--- config.mk ---
export PLATFORM = sky130hd
export DESIGN_NAME = emr_ctrl
export DESIGN_NICKNAME = d
export VERILOG_FILES = /design/src/hw/rtl/emr_pkg.sv /design/src/hw/rtl/emr_ctrl.sv
export SDC_FILE = /design/constraint.sdc
export NUM_CORES = 1
export LEC_CHECK = 0
export BUFFER_PORTS_ARGS = -buffer_cell sky130_fd_sc_hd__buf_2
export CELL_PAD_IN_SITES_DETAIL_PLACEMENT = 0
export CELL_PAD_IN_SITES_GLOBAL_PLACEMENT = 1
export CORE_MARGIN = 10
export CORE_UTILIZATION = 41
export DETAILED_ROUTE_END_ITERATION = 16
export PLACE_DENSITY = 0.94
export SETUP_SLACK_MARGIN = 0.05
export SYNTH_ARGS = -nofsm -noshare
export SYNTH_HDL_FRONTEND = slang
export SYNTH_SLANG_ARGS = --single-unit
--- constraint.sdc ---
create_clock -name clk -period 2.5 [get_ports clk]
set_input_delay 0.5 -clock clk [delete_from_list [all_inputs] [get_ports clk]]
set_output_delay 0.5 -clock clk [all_outputs]
set_load 0.02 [all_outputs]
--- src/hw/rtl/emr_pkg.sv ---
package emr_pkg;

    localparam int COORD_BITS_DEF  = 12;
    localparam int RADIUS_BITS_DEF = 10;

    // shared multiplier operand/destination selects
    localparam logic [2:0] MUL_AA  = 3'd0;  // a*a     -> a2
    localparam logic [2:0] MUL_BB  = 3'd1;  // b*b     -> b2
    localparam logic [2:0] MUL_A4  = 3'd2;  // a2*a2   -> a4 (also loads a2+b2)
    localparam logic [2:0] MUL_AAY = 3'd3;  // a2*y    -> aay
    localparam logic [2:0] MUL_BBA = 3'd4;  // b2*a    -> bba
    localparam logic [2:0] MUL_BBX = 3'd5;  // b2*x    -> bbx
    localparam logic [2:0] MUL_XX  = 3'd6;  // x*x     -> xx
    localparam logic [2:0] MUL_XXS = 3'd7;  // xx*(a2+b2) -> lhs

    // datapath actions
    localparam logic [2:0] ACT_NONE      = 3'd0;
    localparam logic [2:0] ACT_LATCH     = 3'd1;
    localparam logic [2:0] ACT_INIT      = 3'd2;
    localparam logic [2:0] ACT_R1_UPD    = 3'd3;
    localparam logic [2:0] ACT_R2_UPD    = 3'd4;
    localparam logic [2:0] ACT_EMIT      = 3'd5;
    localparam logic [2:0] ACT_EMIT_NULL = 3'd6;

    typedef struct packed {
        logic       mul_en;
        logic [2:0] mul_op;
        logic [2:0] act;
        logic       last;
    } emr_cmd_t;

    typedef struct packed {
        logic lhs_le;    // x*x*(a2+b2) <= a^4
        logic lhs_lt;    // x*x*(a2+b2) <  a^4
        logic out_free;  // output register can take a transaction
    } emr_status_t;

endpackage

--- src/hw/rtl/emr_ctrl.sv ---
module emr_ctrl
    import emr_pkg::*;
(
    input  logic        clk,
    input  logic        rst_n,
    input  logic        in_valid,
    output logic        in_ready,
    input  logic        action,
    input  emr_status_t status,
    output emr_cmd_t    cmd
);

    localparam logic [4:0] S_WAIT      = 5'd0;
    localparam logic [4:0] S_AA        = 5'd1;
    localparam logic [4:0] S_BB        = 5'd2;
    localparam logic [4:0] S_A4        = 5'd3;
    localparam logic [4:0] S_AAY       = 5'd4;
    localparam logic [4:0] S_BBA       = 5'd5;
    localparam logic [4:0] S_INIT      = 5'd6;
    localparam logic [4:0] S_R1_XXS    = 5'd7;
    localparam logic [4:0] S_R1_BBX    = 5'd8;
    localparam logic [4:0] S_R1_AAY    = 5'd9;
    localparam logic [4:0] S_R1_UPD    = 5'd10;
    localparam logic [4:0] S_R2_AAY    = 5'd11;
    localparam logic [4:0] S_R2_UPD    = 5'd12;
    localparam logic [4:0] S_R2_XX     = 5'd13;
    localparam logic [4:0] S_R2_XXS    = 5'd14;
    localparam logic [4:0] S_EMIT      = 5'd15;
    localparam logic [4:0] S_EMIT_R2   = 5'd16;
    localparam logic [4:0] S_EMIT_NULL = 5'd17;

    localparam logic [1:0] PH_IDLE = 2'd0;
    localparam logic [1:0] PH_R1   = 2'd1;
    localparam logic [1:0] PH_R2   = 2'd2;

    logic [4:0] state_reg;
    logic [4:0] state_next;
    logic [1:0] phase_reg;
    logic [1:0] phase_next;
    logic       accept;

    assign in_ready = (state_reg == S_WAIT);
    assign accept   = in_valid && in_ready;

    always_ff @(posedge clk or negedge rst_n)
    begin
        if (!rst_n)
        begin
            state_reg <= S_WAIT;
            phase_reg <= PH_IDLE;
        end
        else
        begin
            state_reg <= state_next;
            phase_reg <= phase_next;
        end
    end

    always_comb
    begin
        state_next = state_reg;
        phase_next = phase_reg;
        cmd        = '{mul_en: 1'b0, mul_op: MUL_AA, act: ACT_NONE, last: 1'b0};
        unique case (state_reg)
            S_WAIT:
            begin
                if (accept)
                begin
                    if (!action)
                    begin
                        cmd.act    = ACT_LATCH;
                        state_next = S_AA;
                    end
                    else if (phase_reg == PH_R1)
                    begin
                        cmd.mul_en = 1'b1;
                        cmd.mul_op = MUL_XX;
                        state_next = S_R1_XXS;
                    end
                    else if (phase_reg == PH_R2)
                    begin
                        cmd.mul_en = 1'b1;
                        cmd.mul_op = MUL_BBX;
                        state_next = S_R2_AAY;
                    end
                    else
                    begin
                        state_next = S_EMIT_NULL;
                    end
                end
            end
            S_AA:
            begin
                cmd.mul_en = 1'b1;
                cmd.mul_op = MUL_AA;
                state_next = S_BB;
            end
            S_BB:
            begin
                cmd.mul_en = 1'b1;
                cmd.mul_op = MUL_BB;
                state_next = S_A4;
            end
            S_A4:
            begin
                cmd.mul_en = 1'b1;
                cmd.mul_op = MUL_A4;
                state_next = S_AAY;
            end
            S_AAY:
            begin
                cmd.mul_en = 1'b1;
                cmd.mul_op = MUL_AAY;
                state_next = S_BBA;
            end
            S_BBA:
            begin
                cmd.mul_en = 1'b1;
                cmd.mul_op = MUL_BBA;
                state_next = S_INIT;
            end
            S_INIT:
            begin
                cmd.act    = ACT_INIT;
                phase_next = PH_R1;
                state_next = S_EMIT;
            end
            S_R1_XXS:
            begin
                cmd.mul_en = 1'b1;
                cmd.mul_op = MUL_XXS;
                state_next = S_R1_BBX;
            end
            S_R1_BBX:
            begin
                cmd.mul_en = 1'b1;
                cmd.mul_op = MUL_BBX;
                state_next = S_R1_AAY;
            end
            S_R1_AAY:
            begin
                cmd.mul_en = 1'b1;
                cmd.mul_op = MUL_AAY;
                state_next = S_R1_UPD;
            end
            S_R1_UPD:
            begin
                cmd.act    = ACT_R1_UPD;
                phase_next = status.lhs_le ? PH_R1 : PH_R2;
                state_next = S_EMIT;
            end
            S_R2_AAY:
            begin
                cmd.mul_en = 1'b1;
                cmd.mul_op = MUL_AAY;
                state_next = S_R2_UPD;
            end
            S_R2_UPD:
            begin
                cmd.act    = ACT_R2_UPD;
                state_next = S_R2_XX;
            end
            S_R2_XX:
            begin
                cmd.mul_en = 1'b1;
                cmd.mul_op = MUL_XX;
                state_next = S_R2_XXS;
            end
            S_R2_XXS:
            begin
                cmd.mul_en = 1'b1;
                cmd.mul_op = MUL_XXS;
                state_next = S_EMIT_R2;
            end
            S_EMIT:
            begin
                if (status.out_free)
                begin
                    cmd.act    = ACT_EMIT;
                    state_next = S_WAIT;
                end
            end
            S_EMIT_R2:
            begin
                if (status.out_free)
                begin
                    cmd.act  = ACT_EMIT;
                    cmd.last = status.lhs_lt;
                    if (status.lhs_lt)
                    begin
                        phase_next = PH_IDLE;
                    end
                    state_next = S_WAIT;
                end
            end
            S_EMIT_NULL:
            begin
                if (status.out_free)
                begin
                    cmd.act    = ACT_EMIT_NULL;
                    state_next = S_WAIT;
                end
            end
            default:
            begin
                state_next = S_WAIT;
            end
        endcase
    end

endmodule

==> results of run 1 <==
==> layout by cell type (no fill, tap or decap), types with 2 or more instances in the layout <==
master / synthesis / layout
buf_2: 3 / 15
nand2_1: 11 / 11
o21ai_0: 8 / 8
xnor2_1: 6 / 6
nand3_1: 6 / 6
inv_1: 5 / 5
o21ai_1: 5 / 5
dfrtp_1: 7 / 5
buf_4: 2 / 5
nor2b_1: 4 / 4
a21oi_1: 4 / 4
o211ai_1: 3 / 3
nor3_1: 4 / 3
nor3b_1: 3 / 3
a2bb2oi_1: 3 / 3
clkbuf_4: 0 / 3
nand4_1: 2 / 2
ha_1: 2 / 2
dfrtp_2: 0 / 2
==> per-stage QoR <==
stage | setup slack (ps) | cells | hold slack [ps] | power (W)
final | 227 | 143 | 66.9 | 0.00140
after global routing | 82.5 | 143 | 70.5 | 0.00153
after CTS | 74.8 | 143 | 71.8 | 0.00138
after detailed placement | 360 | 139 | 343 | 0.00128
after global placement | 404 | 139 | 339 | 0.00126
after floorplan | 472 | 104 | 204 | 0.00104
==> cell families (layout without fill, tap and decap cells) <==
logic type      Yosys count  in the layout  synth area share, %
buf+inv                  16             30                 10.0
compound gates           32             32                 27.0
xor+xnor                  7              7                 7.82
simple gates             38             38                 27.0
fa+ha+maj                 2              2                 3.19
flops                     7              7                 22.3
mux                       2              2                 2.71
==> power by group through the flow <==
| stage | Sequential [W] | Combinational [W] | Clock (W) |
|---|---|---|---|
| after global routing | 0.000293 | 0.00112 | 0.000114 |
| after floorplan | 0.000198 | 0.000841 | 0 |
| after global placement | 0.000265 | 0.000999 | 0 |
| final | 0.000277 | 0.00102 | 0.000103 |
| after detailed placement | 0.000267 | 0.00101 | 0 |
| after CTS | 0.000266 | 0.00101 | 0.000105 |
==> how the worst max path moves through the flow <==
stage,startpoint,endpoint,slack (ps),cells after the start
global route,state_reg[1],cmd[4],80,6
CTS,state_reg[2],cmd[6],70,5
detailed placement,state_reg[2],cmd[6],360,5
global placement,state_reg[2],cmd[6],400,5
floorplan,state_reg[2],cmd[6],470,6
finish,state_reg[2],cmd[6],230,5
==> final cells by class <==
cell class,count,area share (%)
timing repair buffer,20,12.3
tap,25,3.42
inverter,6,2.47
clock buffer,4,2.88
multi-input combinational,81,59.5
sequential,7,19.5
==> what timing repair did <==
item	4_1_cts	5_1_grt
buffers inserted	0	0
setup endpoints to repair	0	5
resized for setup	0	5
==> critical path, delay by kind of cell (launching register included) <==
| kind | cells | cell delay (ps) |
|---|---|---|
| flip-flops | 1 | 490 |
| AND/OR/NAND/NOR | 3 | 670 |
| buffers and inverters | 1 | 190 |
| AO/OA/AOI/OAI | 1 | 160 |
==> layer usage <==
layer  GRT usage, %  wire, µm  vias up
li1               -         -      408
met1           12.9       961      389
met2           18.2      1040       20
met3           4.70       109        2
met4           1.09         7        0
met5              0         0        -
==> out/results.ini, run 1 <==
[global_route]
grt_overflow=0
grt_max_degree=18
antenna_found_initial=0
grt_pass1_vias=839
grt.total_usage_pct=10.8
grt_first_pass_wirelength_um=3660

[layout]
stdcell_area_um2=913
largest_register_ff_count=5
nets=128
diodes=0
fillCellCount=190
multi_input_area_um2=543
seq_area_um2=178
syn_to_final_growth_pct=16.4
drive_above_1_share_pct=26.3
final_core_util_pct=51.8

[critical_path]
critPathLaunchType=flop
worstReg2RegStart=state_reg[1]
required_ps=2000
critPathKind=flop to primary output
r2r_cells=5
cpMaxStageDelayCell=dfrtp_2
r2r-end=state_reg[0]
critPathMaxStageDelay_ps=490
path_max_fanout=12
crit_arrival_ps=1770
cp-end-kind=primary output
cp_cell_sequence=nor4_2, and3_2, nand2_1, o22ai_1, buf_2
regToRegSetupSlack_ps=640

[power_and_ir_drop]
swShare_pct=52.4
clkPwrFrac_pct=7.4
seq_power_share_pct=19.8
ir_worst_vdd_v=0.000991
powerDensity_mw_per_mm2=1530
power_frac_comb_pct=72.8
leakage_nw=0.403
intPower_w=0.000664
p_sw_w=0.000733

[yosys]
async_flop_share_pct=100
syn-cell-area_um2=785
yosys.area.top_type=dfrtp_1
synth.top_cells.by_count=nand2_1 (11), o21ai_0 (8), dfrtp_1 (7), nand3_1 (6), xnor2_1 (6)
synth_edf_count=0
ys_warn_count=0
ys.flop_type=dfrtp_1
synthTopCellsByArea=dfrtp_1 (22%), xnor2_1 (6.7%), nand2_1 (5.3%)
synth_seq_cells=7
syn_nets=113
syn_inst=104
synth_top_area_share_pct=22.3
synth_cell_types=40
post-synth-top-count-cell=nand2_1
seq_area_frac_synth_pct=22.3
syn_area_per_cell_um2=7.54

[routing]
num_vias=819
remaining_drc_errors=0
avgRoutedWirePerCell_um=14.8
drtAntennaViolNets=0
first_pass_iters=4
drt_iter0_markers=20
viasPerCell=5.73
drt_wl_total_um=2110

[floorplanning]
die_w_um=63.7
start_util_pct=44.5
die_y_um=63.7
core_mm2=0.00176
io_pins=16
die_area_mm2=0.00406
fp-row-count=15

[timing]
tightest_slew_ps=458
period_needed_ps=2270
slew_headroom_pct=69.1
hold_viol=0
max_freq_ghz=0.440
slew_violations=0
setup_viol=0
period_share_pct=90.9
rsz0062_at_grt=false
tns_ps=0
finClkSkew_ps=3.45

[cts]
cts-htree-levels=1
cts_tree=yes
clk_pin_slew_worst_paths_ps=50
cts_hold_buf=0
worstSkewPairLatency_ps=250
cts-root-buf=clkbuf_4
cts-buffers-inserted=3
cts_buffer_depth=2
cts_sinks=7

[outcome]
status=completed

[placement]
place_congestion=0.847
placed_area_um2=872
hpwl_um=1690
port_buffers=15

[job]
cap_violations=0

[hold_path]
holdCritPathClass=input pin to asynchronous set/reset pin

Note: power is estimated with default switching activity, not from simulation.
==> run 2: changes to the inputs <==
--- a/config.mk
+++ b/config.mk
@@ -5,13 +5,13 @@
 export SDC_FILE = /design/constraint.sdc
 export NUM_CORES = 1
 export LEC_CHECK = 0
-export BUFFER_PORTS_ARGS = -buffer_cell sky130_fd_sc_hd__buf_2
 export CELL_PAD_IN_SITES_DETAIL_PLACEMENT = 0
 export CELL_PAD_IN_SITES_GLOBAL_PLACEMENT = 1
 export CORE_MARGIN = 10
-export CORE_UTILIZATION = 41
+export CORE_UTILIZATION = 47
 export DETAILED_ROUTE_END_ITERATION = 16
-export PLACE_DENSITY = 0.94
+export DONT_BUFFER_PORTS = 1
+export PLACE_DENSITY = 0.93
 export SETUP_SLACK_MARGIN = 0.05
 export SYNTH_ARGS = -nofsm -noshare
 export SYNTH_HDL_FRONTEND = slang
==> constraint.sdc (replaced) <==
create_clock -name clk -period 2.7 [get_ports clk]
set_input_delay 0.54 -clock clk [delete_from_list [all_inputs] [get_ports clk]]
set_output_delay 0.54 -clock clk [all_outputs]
set_load 0.02 [all_outputs]
==> run 2 against run 1 <==
Compared with the run above:
- largest cell class unchanged
- core utilization is 3.0 points higher
- global-route usage increased by 1.9 points
- via count is 6.2% lower
- total power fell by 11%
- critical path depth is 1 lower
- sequential share of layout area rose by 1.4 points
- first-iteration DRC count shrank 5.0%
- largest power group unchanged
- critical endpoint is now cmd[7]
- die area down 8.8%
- worst hold slack better by 370 ps
- worst setup slack got worse by 41 ps
==> out/results.ini, run 2 (same netlist as run 1, synthesis figures left out) <==
[outcome]
status=completed

[global_route]
antenna_found_initial=0
grt.total_usage_pct=12.7
grt_pass1_vias=776
grt_max_degree=19
grt_first_pass_wirelength_um=3670
grt_overflow=0

[floorplanning]
fp-row-count=14
start_util_pct=50.9
die_w_um=60.9
die_area_mm2=0.00370
die_y_um=60.9
core_mm2=0.00154
io_pins=16

[cts]
cts_setup_buffers=0
cts-buffers-inserted=3
cts_tree=yes
cts-root-buf=clkbuf_4
worstSkewPairLatency_ps=250
clk_pin_slew_worst_paths_ps=50
cts-htree-levels=1
cts_buffer_depth=2
cts_sinks=7

[layout]
diodes=0
fillCellCount=149
final_core_util_pct=54.8
nets=116
multi_input_area_um2=537
drive_above_1_share_pct=14.2
final-instance-count-excl-fill=122
layout_common_cells=nand2_1 (11), o21ai_0 (8), buf_4 (7)
seq_area_um2=176
largest_register_ff_count=5
final_common_cell=nand2_1
syn_to_final_growth_pct=7.66

[power_and_ir_drop]
p_total_w=0.00124
ir_worst_vdd_v=0.000820
leakage_nw=0.352
swShare_pct=53.1
seq_power_share_pct=22.0
p_sw_w=0.000658
clkPwrFrac_pct=7.6
power_frac_comb_pct=70.4
powerDensity_mw_per_mm2=1470
intPower_w=0.000582

[critical_path]
path_max_fanout=9
crit_arrival_ps=1970
critPathKind=flop to primary output
required_ps=2160
cp-end-kind=primary output
regToRegSetupSlack_ps=750
critPathLaunchType=flop

[routing]
num_vias=768
drt_wl_total_um=2060
drt_iter0_markers=19
drtAntennaViolNets=0
first_pass_iters=4
viasPerCell=6.30
avgRoutedWirePerCell_um=16.9
remaining_drc_errors=0

[placement]
dp_cells=117
place_congestion=0.931
hpwl_um=1590
port_buffers=0

[hold_path]
holdCritPathClass=input pin to flop

[timing]
period_share_pct=93.1
rsz0062_at_grt=false
finClkSkew_ps=0.950
slew_headroom_pct=52.3
tns_ps=0
tightest_slew_ps=708
hold_slack_ps=436
period_needed_ps=2510
setup_viol=0
max_freq_ghz=0.398
slew_violations=0
hold_viol=0

[job]
cap_violations=0

==> run 2: power by group through the flow <==
stage	clock, W	combinational (W)	sequential (W)
after detailed placement	0	0.000855	0.000271
after CTS	0.0000999	0.000863	0.000268
after global routing	0.000110	0.000973	0.000289
after global placement	0	0.000853	0.000268
after floorplan	0	0.000779	0.000184
final	0.0000943	0.000872	0.000273
==> run 2: worst max-delay path: stages, from the launching register on <==
cell and delay, ps:
dfrtp_1 490, nor4_1 360, and3_1 350, nand2_1 140
o21ai_1 370
==> run 2: area by class of cell <==
type                            instances  area share (%)
Sequential cell                         7            20.9
Inverter                                6            2.67
Tap cell                               16            2.37
Multi-Input combinational cell         81            63.6
Timing Repair Buffer                    8            7.41
Clock buffer                            4            3.11
==> run 2: timing repair <==
action,4_1_cts,5_1_grt
resized for setup,0,2
hold buffers,1,0
setup endpoints to repair,0,3
hold endpoints to repair,7,0
==> run 2: metrics by stage <==
stage / area [µm²] / setup slack [ps]
after global placement: 801 / 446
after floorplan: 785 / 632
final: 845 / 186
after CTS: 837 / 147
after global routing: 845 / 73.5
after detailed placement: 801 / 421
==> run 2: worst paths after layout <==
| kind | start | endpoint | cells past startpoint |
|---|---|---|---|
| max in group asynchronous | rst_n | state_reg[3] | 1 |
| setup / recovery | state_reg[2] | cmd[7] | 4 |
| setup reg to reg | state_reg[2] | state_reg[0] | 5 |
| hold / removal | status[2] | phase_reg[0] | 2 |
| hold reg to reg | phase_reg[1] | phase_reg[1] | 2 |
| min in group asynchronous | rst_n | state_reg[1] | 1 |
==> run 2: layer usage <==
| metal | part of all wire [%] | GRT usage (%) |
|---|---|---|
| met1 | 42 | 15.8 |
| met5 | 0 | 0 |
| met3 | 9.3 | 5.22 |
| met2 | 46 | 18.8 |
| met4 | 1.9 | 5.33 |
